==> config.mk <==
export PLATFORM = sky130hd
export DESIGN_NAME = shell_command_lexer
export DESIGN_NICKNAME = d
export VERILOG_FILES = /design/src/sv/scl_pkg.sv /design/src/sv/shell_command_lexer.sv /design/src/sv/scl_front.sv /design/src/sv/scl_queue.sv /design/src/sv/scl_back.sv
export VERILOG_INCLUDE_DIRS = /design/src /design/src/sv
export SDC_FILE = /design/constraint.sdc
export NUM_CORES = 1
export LEC_CHECK = 0
export ABC_AREA = 1
export BUFFER_PORTS_ARGS = -buffer_cell sky130_fd_sc_hd__buf_2
export CAP_MARGIN = 0
export CORE_MARGIN = 2
export CORE_UTILIZATION = 50
export CTS_BUF_LIST = sky130_fd_sc_hd__clkbuf_2 sky130_fd_sc_hd__clkbuf_4 sky130_fd_sc_hd__clkbuf_8
export DETAILED_ROUTE_END_ITERATION = 12
export PLACE_DENSITY = 0.8
export SLEW_MARGIN = 30
export SYNTH_ARGS = -nofsm -noshare
export SYNTH_HDL_FRONTEND = slang
export SYNTH_SLANG_ARGS = --single-unit
==> constraint.sdc <==
create_clock -name i_clk -period 7.1 [get_ports i_clk]
set_input_delay 0.355 -clock i_clk [delete_from_list [all_inputs] [get_ports i_clk]]
set_output_delay 0.355 -clock i_clk [all_outputs]
set_load 0.05 [all_outputs]
==> src/sv/shell_command_lexer_assert.svh <==
// Assertion macros for the shell command lexer.
// Depends on nothing; taken in by the top level with an include.
`ifndef SHELL_COMMAND_LEXER_ASSERT_SVH
`define SHELL_COMMAND_LEXER_ASSERT_SVH

// Same-cycle implication, disabled while reset is low.
`define SCL_ASSERT_NOW(lbl, clk, rst_n, ante, cons) \
    lbl: assert property (@(posedge clk) disable iff (!rst_n) (ante) |-> (cons)) \
        else $error("shell_command_lexer: same-cycle check failed");

// Next-cycle implication, disabled while reset is low.
`define SCL_ASSERT_NEXT(lbl, clk, rst_n, ante, cons) \
    lbl: assert property (@(posedge clk) disable iff (!rst_n) (ante) |=> (cons)) \
        else $error("shell_command_lexer: next-cycle check failed");

`endif

==> src/sv/scl_pkg.sv <==
// Shared types, token kinds, byte codes and byte classes of the lexer.
// Depends on nothing; used by every lexer module.
`default_nettype none

package scl_pkg;

    localparam logic [3:0] KIND_END        = 4'd0;
    localparam logic [3:0] KIND_DOLLAR     = 4'd1;
    localparam logic [3:0] KIND_ASSIGN     = 4'd2;
    localparam logic [3:0] KIND_DASH       = 4'd3;
    localparam logic [3:0] KIND_REDIRECT   = 4'd4;
    localparam logic [3:0] KIND_QUOTE      = 4'd5;
    localparam logic [3:0] KIND_ESCAPE     = 4'd6;
    localparam logic [3:0] KIND_IDENT      = 4'd7;
    localparam logic [3:0] KIND_PATH       = 4'd8;
    localparam logic [3:0] KIND_UNEXPECTED = 4'd9;

    localparam logic [7:0] CH_NUL     = 8'h00;
    localparam logic [7:0] CH_SPACE   = 8'h20;
    localparam logic [7:0] CH_DOLLAR  = 8'h24;
    localparam logic [7:0] CH_ASSIGN  = 8'h3D;
    localparam logic [7:0] CH_GT      = 8'h3E;
    localparam logic [7:0] CH_BSLASH  = 8'h5C;
    localparam logic [7:0] CH_QUOTE   = 8'h27;
    localparam logic [7:0] CH_UNDER   = 8'h5F;
    localparam logic [7:0] CH_DASH    = 8'h2D;

    localparam int QDepth = 4;
    localparam int QAw    = 2;

    typedef struct packed {
        logic [3:0]  kind;
        logic [11:0] start;
        logic [8:0]  length;
        logic        last;
    } t_token;

    typedef struct packed {
        t_token [2:0] tok;
        logic [1:0]   count;
    } t_bundle;

    typedef struct packed {
        logic full;
        logic empty;
    } t_q_status;

    function automatic logic is_special(input logic [7:0] c);
        return (c == CH_DOLLAR) || (c == CH_ASSIGN) || (c == CH_QUOTE) ||
               (c == CH_GT) || (c == CH_BSLASH);
    endfunction

    function automatic logic is_word_byte(input logic [7:0] c);
        return (c == CH_UNDER) || (c == CH_DASH) ||
               (c >= 8'h61 && c <= 8'h7A) || (c >= 8'h41 && c <= 8'h5A) ||
               (c >= 8'h30 && c <= 8'h39);
    endfunction

    function automatic logic is_path_byte(input logic [7:0] c, input logic [6:0] floor_v);
        return (c > {1'b0, floor_v}) && !c[7] && !is_special(c);
    endfunction

endpackage

`default_nettype wire

==> src/sv/shell_command_lexer.sv <==
// Top level of the shell command lexer: front, bundle queue and back.
// Depends on scl_pkg, scl_front, scl_queue, scl_back and the assertion header.
//
//  channel   dir  handshake            payload
//  s (byte)  in   i_s_tvalid/o_s_tready  tdata[7:0] ch, tlast line_end
//  m (token) out  o_m_tvalid/i_m_tready  tdata[11:0] start, [20:12] length,
//                                        tuser[3:0] kind, tlast last_token
//  cfg       in   i_cfg_wr_en            wr_data[6:0] printable_floor
//
// A byte is taken every cycle while the four-entry bundle queue has room.
// Each output token goes out on its own beat, so a byte that yields several tokens
// holds the output until each has gone; the output register sets the token rate.
// A byte's first token passes through the queue register, then the output register.
// Reset is synchronous; there is no clearing pass.
// Output stalls fill the queue, then drop o_s_tready until a bundle drains.
`default_nettype none
`include "shell_command_lexer_assert.svh"

module shell_command_lexer #(
    parameter int MAX_TOKEN = 256,
    parameter int MAX_LINE  = 4096
) (
    input  wire logic        i_clk,
    input  wire logic        i_rst_n,
    // configuration: printable floor
    input  wire logic        i_cfg_wr_en,
    input  wire logic [6:0]  i_cfg_wr_data,
    // byte stream in
    input  wire logic        i_s_tvalid,
    output logic             o_s_tready,
    input  wire logic [7:0]  i_s_tdata,    // [7:0] ch
    input  wire logic        i_s_tlast,    // line_end
    // token stream out
    output logic             o_m_tvalid,
    input  wire logic        i_m_tready,
    output logic [23:0]      o_m_tdata,    // [11:0] token_start, [20:12] token_length, pad
    output logic [3:0]       o_m_tuser,    // [3:0] token_kind
    output logic             o_m_tlast     // last_token
);
    import scl_pkg::*;

    logic      w_push, w_pop;
    t_bundle   w_bundle, w_head;
    t_q_status w_qstat;

    // Classify bytes and gather every token a beat produces into one bundle
    scl_front #(
        .MAX_TOKEN (MAX_TOKEN),
        .MAX_LINE  (MAX_LINE)
    ) u_front (
        .i_clk         (i_clk),
        .i_rst_n       (i_rst_n),
        .i_cfg_wr_en   (i_cfg_wr_en),
        .i_cfg_wr_data (i_cfg_wr_data),
        .i_s_tvalid    (i_s_tvalid),
        .i_s_tdata     (i_s_tdata),
        .i_s_tlast     (i_s_tlast),
        .o_s_tready    (o_s_tready),
        .i_qstat       (w_qstat),
        .o_push        (w_push),
        .o_bundle      (w_bundle)
    );

    // Decouple the byte side from output back-pressure
    scl_queue u_queue (
        .i_clk    (i_clk),
        .i_rst_n  (i_rst_n),
        .i_push   (w_push),
        .i_bundle (w_bundle),
        .i_pop    (w_pop),
        .o_head   (w_head),
        .o_stat   (w_qstat)
    );

    // Advance through the head bundle one token per beat
    scl_back u_back (
        .i_clk      (i_clk),
        .i_rst_n    (i_rst_n),
        .i_head     (w_head),
        .i_qstat    (w_qstat),
        .o_pop      (w_pop),
        .o_m_tvalid (o_m_tvalid),
        .i_m_tready (i_m_tready),
        .o_m_tdata  (o_m_tdata),
        .o_m_tuser  (o_m_tuser),
        .o_m_tlast  (o_m_tlast)
    );

    // Never write into a full queue
    `SCL_ASSERT_NOW(a_no_push_when_full, i_clk, i_rst_n, w_push, !w_qstat.full)
    // A pushed bundle always carries at least one token
    `SCL_ASSERT_NOW(a_bundle_not_empty, i_clk, i_rst_n, w_push, w_bundle.count != 2'd0)
    // Only the closing end token carries tlast
    `SCL_ASSERT_NOW(a_last_is_end, i_clk, i_rst_n, o_m_tvalid && o_m_tlast,
                    o_m_tuser == KIND_END)
    // A popped bundle leaves a token in the output register
    `SCL_ASSERT_NEXT(a_pop_fills_output, i_clk, i_rst_n, w_pop, o_m_tvalid)

endmodule

`default_nettype wire

==> src/sv/scl_front.sv <==
// Front part: accepts bytes, classifies them and gathers the tokens of a byte.
// Depends on scl_pkg.
`default_nettype none

module scl_front #(
    parameter int MAX_TOKEN = 256,
    parameter int MAX_LINE  = 4096
) (
    input  wire logic              i_clk,
    input  wire logic              i_rst_n,
    input  wire logic              i_cfg_wr_en,
    input  wire logic [6:0]        i_cfg_wr_data,
    input  wire logic              i_s_tvalid,
    input  wire logic [7:0]        i_s_tdata,
    input  wire logic              i_s_tlast,
    output logic                   o_s_tready,
    input  wire scl_pkg::t_q_status i_qstat,
    output logic                   o_push,
    output scl_pkg::t_bundle       o_bundle
);
    import scl_pkg::*;

    localparam int PosW = $clog2(MAX_LINE);
    localparam int LenW = $clog2(MAX_TOKEN + 1);
    localparam logic [PosW-1:0] LastPos = PosW'(MAX_LINE - 1);
    localparam logic [LenW-1:0] MaxTok  = LenW'(MAX_TOKEN);

    function automatic logic [11:0] to_start(input logic [PosW:0] p);
        logic [PosW+12:0] w;
        w = {12'b0, p};
        return w[11:0];
    endfunction

    function automatic logic [8:0] to_len(input logic [LenW-1:0] l);
        logic [LenW+8:0] w;
        w = {9'b0, l};
        return w[8:0];
    endfunction

    logic [6:0]      r_floor;
    logic [PosW-1:0] r_pos, n_pos;
    logic            r_inq, n_inq;
    logic            r_wopen, n_wopen;
    logic            r_wpath, n_wpath;
    logic            r_wkeep, n_wkeep;
    logic [PosW-1:0] r_wstart, n_wstart;
    logic [LenW-1:0] r_wlen, n_wlen;
    logic            r_esc, n_esc;
    logic            r_dskip, n_dskip;

    logic            w_accept;
    logic [7:0]      c;
    logic            sp, pathb, wordb, spec;
    logic            disp, consume, drop, close_sp;
    logic            cls_v, tok_v, tail_v;
    t_token          cls_t, tok_t, tail_t, end_t;
    logic [PosW-1:0] esc_start;
    logic [PosW:0]   pos_next;
    t_token [2:0]    slots;
    logic [1:0]      cnt;

    assign o_s_tready = !i_qstat.full;
    assign w_accept   = i_s_tvalid && o_s_tready;
    assign c          = i_s_tdata;

    always_comb begin
        n_pos    = r_pos;
        n_inq    = r_inq;
        n_wopen  = r_wopen;
        n_wpath  = r_wpath;
        n_wkeep  = r_wkeep;
        n_wstart = r_wstart;
        n_wlen   = r_wlen;
        n_esc    = r_esc;
        n_dskip  = r_dskip;
        sp       = (c == CH_SPACE);
        spec     = is_special(c);
        pathb    = is_path_byte(c, r_floor);
        wordb    = is_word_byte(c);
        disp     = 1'b0;
        consume  = 1'b0;
        drop     = 1'b0;
        close_sp = 1'b0;
        cls_v    = 1'b0;
        tok_v    = 1'b0;
        tail_v   = 1'b0;
        cls_t    = '0;
        tok_t    = '0;
        tail_t   = '0;
        pos_next  = {1'b0, r_pos} + 1'b1;
        esc_start = (r_pos == '0) ? LastPos : r_pos - 1'b1;

        // Pending escape, pending dollar word, open word, else fresh byte
        if (r_esc) begin
            n_esc = 1'b0;
            tok_v = 1'b1;
            if (spec) begin
                tok_t = '{KIND_ESCAPE, to_start({1'b0, esc_start}), 9'd2, 1'b0};
            end else begin
                tok_t = '{KIND_UNEXPECTED, to_start({1'b0, r_pos}), 9'd1, 1'b0};
            end
        end else if (r_dskip) begin
            n_dskip  = 1'b0;
            n_wopen  = 1'b1;
            n_wpath  = 1'b0;
            n_wkeep  = 1'b0;
            n_wstart = r_pos;
            n_wlen   = LenW'(1);
        end else if (r_wopen) begin
            if (c == CH_NUL || spec) begin
                close_sp = 1'b1;
            end else if (r_wpath) begin
                if (pathb) begin
                    consume = 1'b1;
                end else if (sp) begin
                    if (r_wkeep) consume = 1'b1;
                    else close_sp = 1'b1;
                end else begin
                    drop = 1'b1;
                end
            end else begin
                if (wordb) begin
                    consume = 1'b1;
                end else if (sp) begin
                    if (r_wkeep) consume = 1'b1;
                    else close_sp = 1'b1;
                end else if (pathb) begin
                    n_wpath = 1'b1;
                    consume = 1'b1;
                end else begin
                    drop = 1'b1;
                end
            end
            if (close_sp) begin
                cls_v   = 1'b1;
                n_wopen = 1'b0;
                disp    = 1'b1;
            end
            if (drop) begin
                n_wopen = 1'b0;
                tok_v   = 1'b1;
                tok_t   = '{KIND_UNEXPECTED, to_start({1'b0, r_pos}), 9'd1, 1'b0};
            end
            if (consume) begin
                n_wlen = r_wlen + 1'b1;
                // Cut the word once it reaches the limit
                if (n_wlen == MaxTok) begin
                    cls_v   = 1'b1;
                    n_wopen = 1'b0;
                end
            end
            cls_t = '{(n_wpath ? KIND_PATH : KIND_IDENT), to_start({1'b0, r_wstart}),
                      to_len(n_wlen), 1'b0};
        end else begin
            disp = 1'b1;
        end

        if (disp) begin
            if (r_inq) begin
                if (c == CH_QUOTE) begin
                    tok_v = 1'b1;
                    tok_t = '{KIND_QUOTE, to_start({1'b0, r_pos}), 9'd1, 1'b0};
                    n_inq = 1'b0;
                end else if (c == CH_DOLLAR) begin
                    tok_v   = 1'b1;
                    tok_t   = '{KIND_DOLLAR, to_start({1'b0, r_pos}), 9'd1, 1'b0};
                    n_dskip = 1'b1;
                end else if (c == CH_BSLASH) begin
                    n_esc = 1'b1;
                end else begin
                    n_wopen  = 1'b1;
                    n_wpath  = 1'b0;
                    n_wkeep  = 1'b1;
                    n_wstart = r_pos;
                    n_wlen   = LenW'(1);
                end
            end else begin
                unique case (c)
                    CH_SPACE: ;
                    CH_NUL: begin
                        tok_v = 1'b1;
                        tok_t = '{KIND_END, to_start(pos_next), 9'd0, 1'b0};
                    end
                    CH_DOLLAR: begin
                        tok_v = 1'b1;
                        tok_t = '{KIND_DOLLAR, to_start({1'b0, r_pos}), 9'd1, 1'b0};
                    end
                    CH_ASSIGN: begin
                        tok_v = 1'b1;
                        tok_t = '{KIND_ASSIGN, to_start({1'b0, r_pos}), 9'd1, 1'b0};
                    end
                    CH_DASH: begin
                        tok_v = 1'b1;
                        tok_t = '{KIND_DASH, to_start({1'b0, r_pos}), 9'd1, 1'b0};
                    end
                    CH_GT: begin
                        tok_v = 1'b1;
                        tok_t = '{KIND_REDIRECT, to_start({1'b0, r_pos}), 9'd1, 1'b0};
                    end
                    CH_QUOTE: begin
                        tok_v = 1'b1;
                        tok_t = '{KIND_QUOTE, to_start({1'b0, r_pos}), 9'd1, 1'b0};
                        n_inq = 1'b1;
                    end
                    CH_BSLASH: n_esc = 1'b1;
                    default: begin
                        n_wopen  = 1'b1;
                        n_wpath  = 1'b0;
                        n_wkeep  = 1'b0;
                        n_wstart = r_pos;
                        n_wlen   = LenW'(1);
                    end
                endcase
            end
        end

        n_pos = (r_pos == LastPos) ? '0 : pos_next[PosW-1:0];

        // Line end: flush a dangling escape or open word, then close the line
        end_t = '{KIND_END, to_start(pos_next), 9'd0, 1'b1};
        if (i_s_tlast) begin
            if (n_esc) begin
                tail_v = 1'b1;
                tail_t = '{KIND_UNEXPECTED, to_start({1'b0, r_pos}), 9'd1, 1'b0};
            end else if (n_wopen) begin
                tail_v = 1'b1;
                tail_t = '{(n_wpath ? KIND_PATH : KIND_IDENT), to_start({1'b0, n_wstart}),
                           to_len(n_wlen), 1'b0};
            end
            n_pos    = '0;
            n_inq    = 1'b0;
            n_wopen  = 1'b0;
            n_wpath  = 1'b0;
            n_wkeep  = 1'b0;
            n_wstart = '0;
            n_wlen   = '0;
            n_esc    = 1'b0;
            n_dskip  = 1'b0;
        end

        // Pack the tokens in order
        slots = '0;
        cnt   = 2'd0;
        if (cls_v) begin
            slots[0] = cls_t;
            cnt      = 2'd1;
        end
        if (tok_v) begin
            slots[cnt] = tok_t;
            cnt        = cnt + 2'd1;
        end
        if (tail_v && cnt != 2'd3) begin
            slots[cnt] = tail_t;
            cnt        = cnt + 2'd1;
        end
        if (i_s_tlast && cnt != 2'd3) begin
            slots[cnt] = end_t;
            cnt        = cnt + 2'd1;
        end
    end

    assign o_push         = w_accept && (cnt != 2'd0);
    assign o_bundle.tok   = slots;
    assign o_bundle.count = cnt;

    always_ff @(posedge i_clk) begin
        if (!i_rst_n) begin
            r_floor  <= 7'd32;
            r_pos    <= '0;
            r_inq    <= 1'b0;
            r_wopen  <= 1'b0;
            r_wpath  <= 1'b0;
            r_wkeep  <= 1'b0;
            r_wstart <= '0;
            r_wlen   <= '0;
            r_esc    <= 1'b0;
            r_dskip  <= 1'b0;
        end else begin
            if (i_cfg_wr_en) r_floor <= i_cfg_wr_data;
            if (w_accept) begin
                r_pos    <= n_pos;
                r_inq    <= n_inq;
                r_wopen  <= n_wopen;
                r_wpath  <= n_wpath;
                r_wkeep  <= n_wkeep;
                r_wstart <= n_wstart;
                r_wlen   <= n_wlen;
                r_esc    <= n_esc;
                r_dskip  <= n_dskip;
            end
        end
    end

endmodule

`default_nettype wire

==> src/sv/scl_queue.sv <==
// Short queue of token bundles between the front and back parts.
// Depends on scl_pkg.
`default_nettype none

module scl_queue (
    input  wire logic              i_clk,
    input  wire logic              i_rst_n,
    input  wire logic              i_push,
    input  wire scl_pkg::t_bundle  i_bundle,
    input  wire logic              i_pop,
    output scl_pkg::t_bundle       o_head,
    output scl_pkg::t_q_status     o_stat
);
    import scl_pkg::*;

    t_bundle        r_mem [QDepth];
    logic [QAw-1:0] r_wp, r_rp;
    logic [QAw:0]   r_cnt;
    logic           w_pop;

    assign w_pop        = i_pop && (r_cnt != '0);
    assign o_head       = r_mem[r_rp];
    assign o_stat.full  = (r_cnt == (QAw + 1)'(QDepth));
    assign o_stat.empty = (r_cnt == '0);

    always_ff @(posedge i_clk) begin
        if (!i_rst_n) begin
            r_wp  <= '0;
            r_rp  <= '0;
            r_cnt <= '0;
        end else begin
            if (i_push) r_wp <= r_wp + 1'b1;
            if (w_pop)  r_rp <= r_rp + 1'b1;
            if (i_push && !w_pop) r_cnt <= r_cnt + 1'b1;
            else if (!i_push && w_pop) r_cnt <= r_cnt - 1'b1;
        end
    end

    // Hold payload without reset
    always_ff @(posedge i_clk) begin
        if (i_push) r_mem[r_wp] <= i_bundle;
    end

endmodule

`default_nettype wire

==> src/sv/scl_back.sv <==
// Back part: walks the tokens of the head bundle onto the output register.
// Depends on scl_pkg.
`default_nettype none

module scl_back (
    input  wire logic              i_clk,
    input  wire logic              i_rst_n,
    input  wire scl_pkg::t_bundle  i_head,
    input  wire scl_pkg::t_q_status i_qstat,
    output logic                   o_pop,
    output logic                   o_m_tvalid,
    input  wire logic              i_m_tready,
    output logic [23:0]            o_m_tdata,
    output logic [3:0]             o_m_tuser,
    output logic                   o_m_tlast
);
    import scl_pkg::*;

    logic [1:0] r_idx;
    logic       r_valid;
    t_token     r_tok;
    logic       w_load, w_final;

    assign w_load  = !i_qstat.empty && (!r_valid || i_m_tready);
    assign w_final = (r_idx == i_head.count - 2'd1);
    assign o_pop   = w_load && w_final;

    always_ff @(posedge i_clk) begin
        if (!i_rst_n) begin
            r_idx   <= 2'd0;
            r_valid <= 1'b0;
        end else begin
            if (w_load) begin
                r_valid <= 1'b1;
                r_idx   <= w_final ? 2'd0 : r_idx + 2'd1;
            end else if (i_m_tready) begin
                r_valid <= 1'b0;
            end
        end
    end

    always_ff @(posedge i_clk) begin
        if (w_load) r_tok <= i_head.tok[r_idx];
    end

    assign o_m_tvalid = r_valid;
    assign o_m_tdata  = {3'b000, r_tok.length, r_tok.start};
    assign o_m_tuser  = r_tok.kind;
    assign o_m_tlast  = r_tok.last;

endmodule

`default_nettype wire

# Word-level counts from Yosys, hierarchy flattened
# Memory sizes are Yosys's and may differ from the RTL's. A register that Yosys moved wholly into a read port is not among the register bits.
# Index checks and enable logic that the tools add are counted.
dict set report totals {
  in_bits 21
  ram_bits 320
  ff_bits 82
  n_memories 1
}
dict set report classes {
  reduce_logical 45
  order_cmp 14
  n_eq_ne 14
  add_sub_neg 12
  mux 177
}
# name words word_bits rd rd_clocked_by_memory_dff write_ports line
set mem_list {}
lappend mem_list {u_queue.r_mem 4 80 1 1 1 scl_queue.sv:16} ;# t_bundle r_mem [QDepth];
# op count
set ops {}
lappend ops {{$mux W26} 20}
lappend ops {{$bwmux W78} 3}
lappend ops {{$mux W78} 3}
lappend ops {{$demux W26 S2} 3}
lappend ops {{$pmux W26 S6} 1}
lappend ops {{$mux W12} 12}
lappend ops {{$mux W1} 113}
lappend ops {{$mux W9} 11}
lappend ops {{$bmux W26 S2} 1}
lappend ops {{$eq A8 B6 Y1 const B} 6}
lappend ops {{$logic_and A1 B1 Y1} 17}
lappend ops {{$eq A8 B7 Y1 const B} 2}
lappend ops {{$ge A8 B7 Y1 const B} 2}
lappend ops {{$le A8 B7 Y1 const B} 2}
lappend ops {{$add A12 B1 Y12 const B} 1}
lappend ops {{$eq A12 B12 Y1 const B} 1}
lappend ops {{$logic_not A12 Y1} 1}
lappend ops {{$mux W2} 6}
lappend ops {{$sub A12 B1 Y12 const B} 1}
lappend ops {{$add A2 B1 Y2 const B} 5}
lappend ops {{$logic_or A1 B1 Y1} 10}
lappend ops {{$add A9 B1 Y9 const B} 1}
lappend ops {{$eq A9 B9 Y1 const B} 1}
lappend ops {{$lt A2 B3 Y1 const B} 3}
lappend ops {{23 further kinds} 36}

# Logic depth before layout (Yosys ltp)
# Gate-level depths: netlist (run 1).
dict set report logic_depth {
  depth_word 40
  mapped_depth 37
  depth_no_buf 37
}

# Hierarchy
# From an unflattened synthesis (run 1), not the netlist that was laid out.
dict set report hier_totals {
  cells_unflattened 2235
  area_unflattened_um2 20353.3
}
# module n_inst cells_each area_each_um2
set modules_own_cells {}
lappend modules_own_cells {scl_queue 1 838 12289.3}
lappend modules_own_cells {scl_front 1 1220 6502.5}
lappend modules_own_cells {scl_back 1 177 1561.5}

# Least setup slack after synthesis (run 1)
# Ideal clock, no wire load.
dict set report synth_timing {
  kind {input to register}
  start {in i_s_tdata[6]}
  end {mem u_queue.r_mem[0][0] in the netlist's numbering, enable pin}
  t_arrival_ps 6965
  setup_ps 517
  cell_stages 26
  setup_slack_ps -382
  t_required_ps 6583
  cell_sequence {ha_1 -> nand2_1 -> nor2_1 -> nand2_1 -> nand3_1 -> nor2_1 -> nand4_1 -> nand2_1 -> nand2_2 -> o211ai_1 -> nand2_2 -> inv_1 -> buf_2 -> ha_1 -> a21oi_1 -> nand3_2 -> nand2_2 -> inv_1 -> ha_1 -> nor2_1 -> inv_1 -> nand3_1 -> nand2_1 -> nand2_2 -> nand2_2 -> nor2_1}
}
dict set report synth_via {
  elab_chain_len 38
  elab_cells_between_ends 115
}
# item line
set synth_rtl {}
lappend synth_rtl {{start: declaration} shell_command_lexer.sv:31} ;# input wire logic [7:0] i_s_tdata,
lappend synth_rtl {{parallel branches: the longest is 30 deep, another holds $ge A8 B7 Y1} --}
lappend synth_rtl {{$mux W2 *} scl_front.sv:252} ;# if (tail_v && cnt != 2'd3) begin
lappend synth_rtl {{parallel branches: the longest is 2 deep, another holds $add A2 B1 Y2} --}
lappend synth_rtl {{$mux W2 *} scl_front.sv:256} ;# if (i_s_tlast && cnt != 2'd3) begin
lappend synth_rtl {{$reduce_bool A2 Y1 *} scl_front.sv:262} ;# assign o_push = w_accept && (cnt != 2'd0);
lappend synth_rtl {{$logic_and A1 B1 Y1 *} scl_front.sv:262}
lappend synth_rtl {{$mux W1 *} scl_queue.sv:41} ;# if (i_push) r_mem[r_wp] <= i_bundle;
lappend synth_rtl {{$mux W1 (implied by the code) *} scl_queue.sv:41}
lappend synth_rtl {{end: declaration} scl_queue.sv:16}
# Mark *: on every way between the ends. The select of a mux whose other input is x is not followed.

==> results_dict.tcl, run 1 <==
set metrics [dict create \
    status "complete, no violations" \
    fill_cells 3320 \
    synth_warnings 0 \
    syn_inst 2056 \
    maxCapViolations 0 \
    clockBufferDepth 3 \
    slowest_stage "nand3_1" \
    reg2reg_to "u_queue.r_mem[0][72]" \
    firstDrtPassIters 6 \
    portBuffers 48 \
    power_uw 7035 \
    cts_tree "yes" \
    cts_buffers 66 \
    hpwlAfterDp_um 36270 \
    fin_skew_ns 0.04763 \
    nNetsFinal 2128 \
    drive_gt1_share_pct 12.08 \
    synth_top_area_share_pct 52.29 \
    holdPathStages 3 \
    clock-root-buffer "clkbuf_8" \
    hold_viol 0 \
    cts.sink_count 400 \
    grt_start_max_net_pins 85 \
    multi_input_area_mm2 0.007179 \
    drc_errors 0 \
    diodes 0 \
    start_kind "flop" \
    area.sequential_mm2 0.01144 \
    io-pin-count 52 \
    worstPathArrival_ns 6.17 \
    yosysTopAreaCell "edfxtp_1" \
    netSwitchingFraction_pct 35.22 \
    die_x_um 202.2 \
    p_int_uw 4557 \
    start_util_pct 50.70 \
    wl_per_cell_um 21.11 \
    power.net_switching_uw 2478 \
    highest_layer "met4" \
    track_usage_pct 27.08 \
    hold_class "in2reg" \
    cts_setup_buffers 0 \
    final-setup-viol-count 0 \
    finalMaxSlewViolations 0 \
    design.core.area_mm2 0.03874 \
    wl_met2_um 25500 \
    min_to "u_front.r_floor[6]" \
    crit_path_max_fanout 16 \
    critPathRequiredTime_ns 7.44 \
    die_y_um 202.2 \
    slew_headroom_pct 34.37 \
    endpoint_kind "flop" \
    place_area_mm2 0.02033 \
    fp.dieArea_mm2 0.04088 \
    ys_ff_latch 400 \
    overflow 0 \
    row_count 72 \
    layout_setup_ws_ns 1.276 \
    vias 16330 \
    wl_um 56010 \
    max_clock_freq_mhz 171.7 \
    cpLargestDelayFamily "simple AND/OR/NAND/NOR gates" \
    path_buf_inv 4 \
    fin_crit_sh_pct 82.02 \
    p_leak_uw 0.007761 \
    r2r-start "u_front.r_floor[6]" \
    power.share.combinational_pct 27.6 \
    area_growth_pct 10.58 \
    wl_met3_um 6259 \
    cts_max_level 3 \
    ys_seq_area_share_pct 58.20 \
    worstSkewPairLatency_ns 0.63 \
    fin_area_mm2 0.02172 \
    grt_pass1_wl_um 85880 \
    synthTopCellsByArea "edfxtp_1, o21ai_0, nand2_1" \
    routabilityCongestion 0.9914 \
    antenna_found_initial 0 \
    grt_pass1_vias 15170 \
    mappedNetlistArea_mm2 0.01964 \
    irDropWorstVdd_mv 0.2108 \
    clockPowerShare_pct 28.9 \
    rsz0062_at_grt "no" \
    power.density_mw_per_mm2 323.9 \
    clkTransAtPathRegs_ns 0.06 \
    critPathKind "reg2reg" \
    period_minus_slack_ns 5.824 \
    drt_iter0_drc 2225 \
    p_seq_share_pct 43.5 \
    cp_common_cell "nand2_1" \
    avgSynthCellArea_um2 9.553 \
    wl_met1_um 22560 \
    reg2reg_depth 26 \
    pre_cts_ws_ns 1.219 \
    ant_nets 0 \
    via_per_inst 6.156 \
    crit_path_max_incr_delay_ns 0.69 \
    reg2reg_slack_ns 1.28 \
    ys_types 54 \
    worstHoldStart "i_cfg_wr_data[6]" \
    worst_slew_pin_slew_ns 0.9822 \
]
==> metrics by stage <==
stage | std cells | utilization, % | hold slack, ns | setup TNS [ns]
2_1_floorplan | 2058 | - | 0.4367 | -120.73
3_3_place_gp | 2529 | 52.49 | 0.4500 | 0
3_5_place_dp | 2529 | 52.49 | 0.4553 | 0
4_1_cts | 2653 | 56.06 | 0.001018 | 0
5_1_grt | 2653 | 56.07 | 0.05433 | 0
6_report | 2653 | 56.07 | 0.02780 | 0
==> registers in the layout, indices dropped and copies added (netlist names), 3 cells and up, named ones only <==
name	cells
u_back.o_m_tuser	4
u_front.r_pos	12
u_back.o_m_tdata	21
u_front.r_floor	7
u_front.r_wstart	12
u_queue.r_mem	316
u_queue.r_cnt	3
u_front.r_wlen	9
==> layer usage <==
| metal | up-vias | global-route usage (%) |
|---|---|---|
| li1 | 7369 | - |
| met1 | 7762 | 38.56 |
| met2 | 1075 | 41.76 |
| met4 | 0 | 10.35 |
| met5 | - | 0 |
| met3 | 126 | 4.579 |
==> cell usage in the layout (no fill, tap or decap), drive strengths merged, types with 10 or more instances in the layout <==
master and instances:
ha 22, a21oi 93, a31oi 10, buf 77
a22oi 10, nand2 334, clkbuf 91, clkinv 23
nor3 16, a32o 13, xor2 10, o221ai 44
nor2 303, o211ai 31, nand4 18, edfxtp 342
inv 146, dfxtp 58, o22ai 62, nand3 99
o21ai 288
==> power groups by stage <==
stage          combinational, uW  clock [uW]  sequential, uW
6_report                    1940        2030            3060
5_1_grt                     2100        2160            3090
4_1_cts                     1920        2050            3060
3_5_place_dp                1910           0            3110
3_3_place_gp                1860           0            3100
2_1_floorplan               1090           0            3350
==> how the worst max path moves through the flow <==
stage / endpoint / cells past startpoint / slack, ns / startpoint
final: u_queue.r_mem[0][72] / 26 / 1.28 / u_front.r_floor[6]
after global routing: u_queue.r_mem[0][72] / 26 / 0.88 / u_front.r_floor[6]
after CTS: u_queue.r_mem[0][72] / 26 / 1.36 / u_front.r_floor[6]
after detailed placement: u_queue.r_mem[0][72] / 24 / 1.22 / i_s_tdata[3]
after global placement: u_queue.r_mem[0][65] / 26 / 1.57 / i_s_tdata[3]
after floorplan: u_queue.r_mem[0][0] / 26 / -0.38 / i_s_tdata[6]
==> timing repair <==
item | 4_1_cts | 5_1_grt
endpoints found under the hold margin | 2 | 0
gates resized for setup | 0 | 0
hold buffers | 5 | 0
==> synth_stat cells (all sizes together) <==
| cell type | number |
|---|---|
| a211oi | 4 |
| a21oi | 93 |
| a22oi | 10 |
| a31o | 1 |
| a31oi | 10 |
| a32o | 13 |
| a32oi | 1 |
| buf | 31 |
| clkbuf | 93 |
| clkinv | 6 |
| conb | 1 |
| dfxtp | 58 |
| edfxtp | 342 |
| fa | 1 |
| ha | 22 |
| inv | 143 |
| nand2 | 334 |
| nand3 | 99 |
| nand3b | 2 |
| nand4 | 18 |
| nor2 | 303 |
| nor3 | 16 |
| nor3b | 1 |
| nor4 | 3 |
| o2111ai | 2 |
| o211ai | 31 |
| o21a | 2 |
| o21ai | 288 |
| o21bai | 1 |
| o221ai | 44 |
| o22ai | 62 |
| o31ai | 3 |
| o32ai | 4 |
| or2 | 4 |
| xor2 | 10 |
==> logic make-up (layout without fill, tap and decap cells) <==
kind of cell,count (synthesis),in the layout,synth area share (%)
adder cells (fa/ha/maj),23,23,1.503
XOR/XNOR,10,10,0.4459
other,1,3,0.01909
buffers and inverters,273,350,5.562
AND/OR/NAND/NOR,780,780,17.20
AO/OA/AOI/OAI,569,569,17.07
flip-flops,400,400,58.20
==> layout make-up <==
class                   instances  share of cell area [%]
clock buffers                  91                   5.104
clock inverters                28                   1.025
inverters                     149                   2.598
multi-input cells            1385                   33.06
flip-flops and latches        400                   52.66
well taps                     518                   2.984
repair buffers                 82                   2.569
==> tightest hold or removal path, stage by stage <==
cell and delay (ns):
buf_2 0.07, o21ai_0 0.07, a21oi_1 0.12
Note: power is estimated with default switching activity, not from simulation.
==> inputs of run 2 (changes only) <==
==> constraint.sdc (replaced) <==
create_clock -name i_clk -period 4.9 [get_ports i_clk]
set_input_delay 0.245 -clock i_clk [delete_from_list [all_inputs] [get_ports i_clk]]
set_output_delay 0.245 -clock i_clk [all_outputs]
set_load 0.05 [all_outputs]
==> run 2 against run 1 <==
Net effect: sequential cell count is the same; via count shrank 1.6%; routed wire length grew 0.52%; die area is the same; global-route usage grew 0.58 points; setup slack lost 0.95 ns; critical path type unchanged; critical endpoint is now u_queue.r_cnt[2]; largest power group unchanged.
==> results_dict.tcl, run 2 (synthesis gave the netlist of run 1 again) <==
set metrics [dict create \
    status "complete, no violations" \
    largest_reg_flops 316 \
    fin_area_mm2 0.02201 \
    worst_slew_pin_slew_ns 0.9526 \
    place_area_mm2 0.02057 \
    grt_start_max_net_pins 105 \
    vias 16070 \
    clock-root-buffer "clkbuf_8" \
    crit_path_max_fanout 5 \
    critPathRequiredTime_ns 5.45 \
    finalMaxSlewViolations 0 \
    cts.sink_count 400 \
    slew_headroom_pct 36.34 \
    reg2reg_slack_ns 0.33 \
    ant_nets 0 \
    worstPathArrival_ns 5.12 \
    grt_pass1_wl_um 87860 \
    path_buf_inv 5 \
    die_x_um 202.2 \
    irDropWorstVdd_mv 0.3305 \
    wl_per_cell_um 21.00 \
    nNetsFinal 2158 \
    die_y_um 202.2 \
    period_minus_slack_ns 4.569 \
    min_to "u_front.r_floor[2]" \
    fp.dieArea_mm2 0.04088 \
    worstSkewPairLatency_ns 0.69 \
    overflow 0 \
    cp_common_cell "nand2_1" \
    routabilityCongestion 1.006 \
    cts_buffers 61 \
    clockBufferDepth 3 \
    most-common-layout-cells "edfxtp_1, nand2_1, nor2_1" \
    drt_iter0_drc 1813 \
    slowest_stage "fa_1" \
    clkTransAtPathRegs_ns 0.06 \
    top_register "u_queue.r_mem" \
    multi_input_area_mm2 0.007228 \
    maxCapViolations 0 \
    drive_gt1_share_pct 13.27 \
    cts_tree "yes" \
    fin_crit_sh_pct 93.24 \
    cts_max_level 2 \
    power.density_mw_per_mm2 460.1 \
    mostFrequentLayoutCell "edfxtp_1" \
    io-pin-count 52 \
    grt_pass1_vias 15540 \
    row_count 72 \
    portBuffers 48 \
    area_growth_pct 12.06 \
    track_usage_pct 27.66 \
    diodes 0 \
    worstHoldStart "i_cfg_wr_en" \
    holdPathStages 3 \
    fill_cells 3219 \
    reg2reg_to "u_queue.r_cnt[2]" \
    firstDrtPassIters 7 \
    area.sequential_mm2 0.01144 \
    hold_viol 0 \
    fin_skew_ns 0.03567 \
    wl_um 56300 \
    start_kind "flop" \
    crit_path_max_incr_delay_ns 0.39 \
    via_per_inst 5.993 \
    critPathKind "reg2reg" \
    design.core.area_mm2 0.03874 \
    p_leak_uw 0.007909 \
    antenna_found_initial 0 \
    layout_setup_ws_ns 0.3311 \
    pre_cts_ws_ns 0.1109 \
    cpLargestDelayFamily "simple AND/OR/NAND/NOR gates" \
    drc_errors 0 \
    max_clock_freq_mhz 218.9 \
    r2r-start "u_front.r_floor[6]" \
    hpwlAfterDp_um 36830 \
    start_util_pct 50.70 \
    final-setup-viol-count 0 \
    endpoint_kind "flop" \
    reg2reg_depth 34 \
    hold_class "in2reg" \
]
-- run 2: cell count changes in the layout (fill, tap and decap cells not counted), sizes merged --
cell         before  now
clkinvlp          5    2
clkbuf           91   83
clkinv           23   26
inv             146  147
buf              77  103
dlygate4sd3       5   14
-- run 2: final cells by class --
class	instances	share of cell area [%]
repair buffers	117	3.962
inverters	149	2.564
well taps	518	2.945
multi-input cells	1385	32.84
clock inverters	29	1.120
flip-flops and latches	400	51.97
clock buffers	83	4.594
-- run 2: repair_timing --
action | in CTS | in global routing
hold buffers | 14 | 0
setup buffers | 0 | 4
hold endpoints to repair | 8 | 0
resized for setup | 0 | 6
setup endpoints to repair | 0 | 2
-- run 2: through the flow --
stage          setup TNS [ns]  util [%]  hold slack (ns)  total power [uW]  instances
2_1_floorplan               0         -           0.3560              6438       2058
3_3_place_gp                0     53.09           0.4479              7198       2551
3_5_place_dp                0     53.09           0.4555              7293       2551
4_1_cts                     0     56.70         0.001986             10130       2677
5_1_grt              -0.04402     56.82          0.05518             10560       2681
6_report                    0     56.82          0.02643             10130       2681
-- run 2: worst reg2reg max path: cells and delay by family (launching register included) --
kind                     cells  cell delay, ns
AO/OA/AOI/OAI                6            0.65
adder cells (fa/ha/maj)      5            1.32
buffers and inverters        5            0.37
AND/OR/NAND/NOR             18            1.82
flip-flops                   1            0.30
-- run 2: worst max path at each step --
| stage | start | end | slack [ns] | depth (start not counted) |
|---|---|---|---|---|
| 2_1_floorplan | u_front.r_floor[6] | u_queue.r_mem[0][0] | 0.007 | 27 |
| 3_3_place_gp | i_s_tdata[3] | u_queue.r_cnt[2] | 0.17 | 35 |
| 3_5_place_dp | i_s_tdata[3] | u_queue.r_cnt[2] | 0.11 | 33 |
| 4_1_cts | u_front.r_floor[6] | u_queue.r_cnt[2] | 0.16 | 33 |
| 5_1_grt | u_front.r_floor[6] | u_queue.r_cnt[2] | -0.04 | 34 |
| 6_report | u_front.r_floor[6] | u_queue.r_cnt[2] | 0.33 | 34 |
-- run 2: per-layer routing --
| layer | track usage, % | share of wire, % |
|---|---|---|
| met2 | 44.77 | 47 |
| met3 | 5.595 | 10 |
| met4 | 10.14 | 3.0 |
| met5 | 0 | 0 |
| met1 | 37.12 | 40 |
-- run 2: power breakdown --
part	total (uW)	switching (uW)	internal [uW]
combinational	2910	2150	759
clock	2850	1330	1520
sequential	4370	122	4250
total	10100	3600	6520
